File: src/rtl/exb_pkg.sv
`timescale 1ns / 1ps
// Shared types, widths and constants for the Euler XYZ basis rotation.
// No dependencies.
package exb_pkg;

    localparam int COMP_W = 16;
    localparam int ANG_W  = 16;
    localparam int STEPS  = 16;
    localparam int Q_W    = 35;
    localparam int CW     = 34;
    localparam int ZW     = 33;
    localparam int VW     = 20;
    localparam int PW     = VW + CW;
    localparam int SC_LAT = STEPS + 3;

    localparam logic signed [Q_W-1:0] PI_Q30      = 35'sd3373259426;
    localparam logic signed [Q_W-1:0] TWO_PI_Q30  = 35'sd6746518852;
    localparam logic signed [Q_W-1:0] HALF_PI_Q30 = 35'sd1686629713;
    localparam logic signed [CW-1:0]  GAIN_Q30    = 34'sd652032874;

    typedef struct packed {
        logic signed [COMP_W-1:0] u_x, u_y, u_z;
        logic signed [COMP_W-1:0] v_x, v_y, v_z;
        logic signed [COMP_W-1:0] w_x, w_y, w_z;
        logic signed [ANG_W-1:0]  angle_x, angle_y, angle_z;
    } t_in_item;

    typedef struct packed {
        logic signed [COMP_W-1:0] ru_x, ru_y, ru_z;
        logic signed [COMP_W-1:0] rv_x, rv_y, rv_z;
        logic signed [COMP_W-1:0] rw_x, rw_y, rw_z;
    } t_out_item;

    typedef struct packed {
        logic signed [VW-1:0] x, y, z;
    } t_vec;

    typedef t_vec [2:0] t_basis;

    typedef struct packed {
        logic signed [CW-1:0] c, s;
    } t_trig;

    function automatic logic signed [ZW-1:0] atan_q30(input int i);
        logic [31:0] v;
        case (i)
            0:  v = 32'h3243F6A8;
            1:  v = 32'h1DAC6705;
            2:  v = 32'h0FADBAFC;
            3:  v = 32'h07F56EA6;
            4:  v = 32'h03FEAB76;
            5:  v = 32'h01FFD55B;
            6:  v = 32'h00FFFAAA;
            7:  v = 32'h007FFF55;
            8:  v = 32'h003FFFEA;
            9:  v = 32'h001FFFFD;
            10: v = 32'h000FFFFF;
            11: v = 32'h0007FFFF;
            12: v = 32'h0003FFFF;
            13: v = 32'h0001FFFF;
            14: v = 32'h0000FFFF;
            15: v = 32'h00007FFF;
            16: v = 32'h00003FFF;
            17: v = 32'h00001FFF;
            18: v = 32'h00000FFF;
            19: v = 32'h000007FF;
            20: v = 32'h000003FF;
            21: v = 32'h000001FF;
            22: v = 32'h000000FF;
            23: v = 32'h0000007F;
            24: v = 32'h0000003F;
            25: v = 32'h0000001F;
            26: v = 32'h0000000F;
            27: v = 32'h00000008;
            28: v = 32'h00000004;
            29: v = 32'h00000002;
            30: v = 32'h00000001;
            default: v = 32'h00000000;
        endcase
        return signed'({1'b0, v});
    endfunction

    function automatic logic signed [COMP_W-1:0] sat_comp(input logic signed [VW-1:0] v);
        logic signed [VW-1:0] hi;
        logic signed [VW-1:0] lo;
        hi = VW'((1 << (COMP_W - 1)) - 1);
        lo = -hi - VW'(1);
        if (v > hi) begin
            return COMP_W'(hi);
        end else if (v < lo) begin
            return COMP_W'(lo);
        end
        return COMP_W'(v);
    endfunction

endpackage

File: src/rtl/exb_sincos.sv
`timescale 1ns / 1ps
// Pipelined sine/cosine: angle reduction, quadrant fold, one CORDIC step per stage.
// Depends on exb_pkg.
module exb_sincos (
    input  logic                         i_clk,
    input  logic                         i_en,
    input  logic signed [exb_pkg::ANG_W-1:0] i_angle,
    output exb_pkg::t_trig               o_trig
);
    import exb_pkg::*;

    logic signed [Q_W-1:0] w_t0;
    logic signed [Q_W-1:0] r_t;
    logic signed [Q_W-1:0] n_t;
    logic signed [Q_W-1:0] w_f;
    logic                  w_fneg;
    logic signed [CW-1:0]  r_x [0:STEPS];
    logic signed [CW-1:0]  r_y [0:STEPS];
    logic signed [ZW-1:0]  r_z [0:STEPS];
    logic                  r_neg [0:STEPS];
    t_trig                 r_trig;

    assign w_t0 = Q_W'(i_angle) <<< 18;

    always_comb begin
        if (w_t0 > PI_Q30) begin
            n_t = w_t0 - TWO_PI_Q30;
        end else if (w_t0 <= -PI_Q30) begin
            n_t = w_t0 + TWO_PI_Q30;
        end else begin
            n_t = w_t0;
        end
    end

    always_comb begin
        w_fneg = 1'b0;
        w_f    = r_t;
        if (r_t > HALF_PI_Q30) begin
            w_f    = r_t - PI_Q30;
            w_fneg = 1'b1;
        end else if (r_t < -HALF_PI_Q30) begin
            w_f    = r_t + PI_Q30;
            w_fneg = 1'b1;
        end
    end

    always_ff @(posedge i_clk) begin
        if (i_en) begin
            r_t      <= n_t;
            r_x[0]   <= GAIN_Q30;
            r_y[0]   <= '0;
            r_z[0]   <= ZW'(w_f);
            r_neg[0] <= w_fneg;
        end
    end

    for (genvar i = 0; i < STEPS; i++) begin : g_step
        always_ff @(posedge i_clk) begin
            if (i_en) begin
                r_neg[i+1] <= r_neg[i];
                if (r_z[i] >= 0) begin
                    r_x[i+1] <= r_x[i] - (r_y[i] >>> i);
                    r_y[i+1] <= r_y[i] + (r_x[i] >>> i);
                    r_z[i+1] <= r_z[i] - atan_q30(i);
                end else begin
                    r_x[i+1] <= r_x[i] + (r_y[i] >>> i);
                    r_y[i+1] <= r_y[i] - (r_x[i] >>> i);
                    r_z[i+1] <= r_z[i] + atan_q30(i);
                end
            end
        end
    end

    always_ff @(posedge i_clk) begin
        if (i_en) begin
            r_trig.c <= r_neg[STEPS] ? -r_x[STEPS] : r_x[STEPS];
            r_trig.s <= r_neg[STEPS] ? -r_y[STEPS] : r_y[STEPS];
        end
    end

    assign o_trig = r_trig;

endmodule

File: config.mk
export PLATFORM = sky130hd
export DESIGN_NAME = exb_sincos
export DESIGN_NICKNAME = d
export VERILOG_FILES = /design/src/rtl/exb_pkg.sv /design/src/rtl/exb_sincos.sv
export SDC_FILE = /design/constraint.sdc
export NUM_CORES = 2
export LEC_CHECK = 0
export BUFFER_PORTS_ARGS = -buffer_cell sky130_fd_sc_hd__buf_2
export CAP_MARGIN = 20
export CORE_ASPECT_RATIO = 1.75
export CORE_UTILIZATION = 35
export DETAILED_ROUTE_END_ITERATION = 7
export HOLD_SLACK_MARGIN = 0.12
export PLACE_DENSITY = 0.53
export RECOVER_POWER = 100
export SLEW_MARGIN = 15
export SYNTH_ARGS = -nofsm -noshare
export SYNTH_HDL_FRONTEND = slang
export SYNTH_SLANG_ARGS = --single-unit
File: constraint.sdc
create_clock -name i_clk -period 10.2 [get_ports i_clk]
set_clock_uncertainty 0.05 [all_clocks]
set_input_delay 2.04 -clock i_clk [delete_from_list [all_inputs] [get_ports i_clk]]
set_output_delay 2.04 -clock i_clk [all_outputs]
set_load 0.005 [all_outputs]
==> load_flow_metrics.sql <==
INSERT INTO impl_metrics (metric_group, metric, value, unit) VALUES
('logic_synthesis', 'synth.avg_cell_area', '9.63', 'um2'),
('floorplanning', 'floorplan.die.width', '464', 'um'),
('logic_synthesis', 'synthSimpleGateAreaFrac', '13.2', '%'),
('floorplanning', 'initial_utilization', '35.2', '%'),
('logic_synthesis', 'yosysUniqueCellTypes', '92', ''),
('timing', 'final.min_clock_period', '8.23', 'ns'),
('global_routing', 'antenna_violations_before_repair', '2', ''),
('logic_synthesis', 'synth_async_sr_flop_share', '0', '%'),
('floorplanning', 'design.core.area', '0.371', 'mm2'),
('logic_synthesis', 'synthesis.instances', '13600', ''),
('global_routing', 'gr-usage-all-layers', '20.6', '%'),
('timing', 'smallest_setup_slack_after_layout', '1.97', 'ns'),
('layout', 'area_delta_synth_final', '9.33', '%'),
('floorplanning', 'num_io_pins', '86', ''),
('clock_tree', 'clock_latency', '0.90', 'ns'),
('worst_setup_path', 'signal_arrival_time_at_the_worst_endpoint', '8.78', 'ns'),
('worst_setup_path', 'worstRegToRegCells', '17', ''),
('timing', 'timing_worst_slew_pin_value', '4.15', 'ns'),
('clock_tree', 'cts_buffer_depth', '4', ''),
('worst_setup_path', 'cp_max_fo', '57', ''),
('worst_setup_path', 'worstSetupEndpointType', 'flop', ''),
('logic_synthesis', 'yosysSeqAreaShare', '36.2', '%'),
('timing', 'clock.fmax', '122', 'MHz'),
('logic_synthesis', 'synth_ff_type', 'edfxtp_1', ''),
('layout', 'multi_input_comb_area', '0.0804', 'mm2'),
('global_routing', 'vias_in_the_first_global_route', '104000', ''),
('layout', 'nFillCells', '37100', ''),
('logic_synthesis', 'synth_xor_xnor_area_share', '13.0', '%'),
('place', 'port-buffer-count', '85', ''),
('timing', 'final_hold_viol_count', '0', ''),
('timing', 'part_of_the_cycle_the_worst_path_needs', '80.7', '%'),
('floorplanning', 'rows', '296', ''),
('timing', 'totalNegativeSetupSlack', '0', 'ns'),
('routing', 'drtAntennaViolNets', '0', ''),
('global_routing', 'overflow', '0', ''),
('layout', 'register_area', '0.0473', 'mm2'),
('logic_synthesis', 'synth-compound-area-share', '20.3', '%'),
('place', 'gp_congestion', '0.987', ''),
('logic_synthesis', 'synthAdderAreaFrac', '14.2', '%'),
('timing', 'worst_hold_slack', '0.346', 'ns'),
('layout', 'final_layout_size_suffix_gt1_share', '3.84', '%'),
('clock_tree', 'post_cts.resized_instances', '0', ''),
('worst_hold_path', 'hold-path-cell-count', '0', ''),
('logic_synthesis', 'ys.warnings.count', '0', ''),
('timing', 'tightest_slew_margin_relative_to_the_limit', '-177', '%'),
('logic_synthesis', 'synthesis.nets', '15000', ''),
('logic_synthesis', 'yosys-mux-area-fraction', '0.928', '%'),
('clock_tree', 'clock_sinks', '1575', ''),
('global_routing', 'wire_length_of_the_first_global_routing_pass', '596000', 'um'),
('timing', 'finalSetupViolCount', '0', ''),
('routing', 'routed_wire_length_per_instance', '21.3', 'um'),
('clock_tree', 'hold_buffers', '0', ''),
('logic_synthesis', 'synth_top_family_by_area', 'compound AO/OA/AOI/OAI gates', ''),
('run_status', 'violations', 'DRC, capacitance limit, slew limit', ''),
('flow_run', 'maximum_capacitance_violations', '28', ''),
('routing', 'wl', '399000', 'um'),
('logic_synthesis', 'post-synth-top-area-cell', 'edfxtp_1', ''),
('global_routing', 'grt_max_degree', '146', ''),
('timing', 'grt_setup_unrepaired', 'false', ''),
('worst_setup_path', 'worst_setup_path_start_kind', 'input pin', ''),
('worst_setup_path', 'setup.worst_path.class', 'input pin to flop', ''),
('run_status', 'outcome', 'complete, but fails checks', ''),
('timing', 'timing.final.max_slew_violations', '1208', ''),
('routing', 'drcViolationCount', '46', ''),
('logic_synthesis', 'synth-seq-cells', '1575', ''),
('logic_synthesis', 'synth_largest_type_area_fraction', '36.2', '%'),
('clock_tree', 'clk_pin_slew', '0.06', 'ns'),
('logic_synthesis', 'synth_enable_flop_cells', '1575', ''),
('layout', 'final_nets', '15200', ''),
('place', 'place_hpwl', '329000', 'um'),
('routing', 'drt_pass1_iterations', '8', '');
-- synth_stat cells (32+ instances only) --
| cell | instances |
|---|---|
| a2111oi_0 | 37 |
| a211o_1 | 40 |
| a211oi_1 | 112 |
| a21boi_0 | 46 |
| a21o_1 | 638 |
| a21oi_1 | 1342 |
| a31o_2 | 32 |
| a31oi_1 | 151 |
| and2_1 | 69 |
| and3_1 | 122 |
| and4_1 | 41 |
| buf_1 | 33 |
| clkbuf_1 | 203 |
| edfxtp_1 | 1575 |
| fa_1 | 40 |
| ha_1 | 1415 |
| inv_1 | 548 |
| mux2_2 | 42 |
| mux2i_1 | 74 |
| nand2_1 | 841 |
| nand2b_1 | 186 |
| nand3_1 | 227 |
| nand3b_1 | 32 |
| nand4_1 | 95 |
| nor2_1 | 1000 |
| nor2b_1 | 179 |
| nor3_1 | 328 |
| nor3b_1 | 36 |
| nor4_1 | 81 |
| o2111ai_1 | 36 |
| o211ai_1 | 69 |
| o21a_1 | 189 |
| o21ai_0 | 764 |
| o21bai_1 | 175 |
| o31ai_1 | 158 |
| o41ai_1 | 62 |
| or2_2 | 52 |
| or3_1 | 123 |
| or4_1 | 60 |
| xnor2_1 | 1356 |
| xor2_1 | 578 |
-- cell type report --
type	count	area share, %
Multi-Input combinational cell	11200	56.3
Sequential cell	1575	33.1
Tap cell	4917	4.30
Clock buffer	207	3.25
Inverter	557	1.46
Clock inverter	108	0.875
Timing Repair Buffer	193	0.731
Antenna cell	6	0.0105
-- cell families (layout without fill, tap and decap cells) --
kind of cell    count (synthesis)  in the layout
compound gates               4159           4159
mux                           116            116
buf+inv                       795           1065
simple gates                 3536           3536
other cells                     0              6
xor+xnor                     1935           1935
fa+ha+maj                    1455           1455
flops                        1575           1575
-- final timing paths --
kind                    start     endpoint  slack [ns]
hold reg to reg      r_neg[8]     r_neg[9]        0.35
setup / recovery         i_en  r_z[10][32]        1.97
hold / removal       r_neg[8]     r_neg[9]        0.35
setup reg to reg  r_z[12][32]  r_y[13][33]        3.31
-- per-layer routing --
| layer | GRT usage, % | vias to the layer above | wire (um) |
|---|---|---|---|
| li1 | - | 51000 | - |
| met2 | 44.8 | 1893 | 236000 |
| met1 | 15.2 | 48000 | 115000 |
| met5 | 0 | - | 0 |
| met4 | 17.7 | 0 | 39400 |
| met3 | 1.77 | 1159 | 8350 |
-- metrics by stage --
step | instances | cell area [um2] | utilization (%)
2_1_floorplan | 13600 | 131000 | -
3_3_place_gp | 18400 | 137000 | 36.9
3_5_place_dp | 18400 | 137000 | 37.0
4_1_cts | 18800 | 143000 | 38.5
5_1_grt | 18800 | 143000 | 38.5
6_report | 18800 | 143000 | 38.5
-- sequential cells by signal, summed over array words and instances (netlist names) --
signal / flops
r_y: 511
r_x: 484
r_z: 476
o_trig: 68
r_t: 20
r_neg: 16
-- layout by cell type, fill, tap and decap left out, types with 46 or more instances in the layout --
cell / instances
clkbuf_16: 182
o21bai_1: 175
a21oi_1: 1342
or4_1: 60
and3_1: 122
edfxtp_1: 1575
nor4_1: 82
nand4_1: 95
nor2b_1: 179
a31oi_1: 151
o41ai_1: 63
nor2_1: 1000
o31ai_1: 159
nand3_1: 228
nor3_1: 328
buf_4: 46
o21a_1: 189
inv_1: 551
ha_1: 1415
o21ai_0: 768
nand2b_1: 186
clkbuf_1: 108
or2_2: 52
nand2_1: 839
a211oi_1: 112
a21boi_0: 46
o211ai_1: 69
xor2_1: 578
a21o_1: 638
mux2i_1: 74
or3_1: 123
buf_2: 58
xnor2_1: 1356
-- worst max-delay path: stages --
cell      delay (ns)
buf_12          0.29
clkbuf_1        1.01
nand2_1         0.15
inv_1           0.90
clkbuf_1        0.83
ha_1            0.42
nor2b_1         0.16
o31a_1          0.28
o21ai_0         0.26
a21oi_1         0.15
o31ai_1         0.65
o21ai_0         0.46
a221o_1         0.50
a211o_1         0.28
a21oi_1         0.17
xnor2_1         0.07
Power is left out: the tool's default activity adds up to more than one toggle a clock period on the data nets, which glitch-free logic cannot reach.
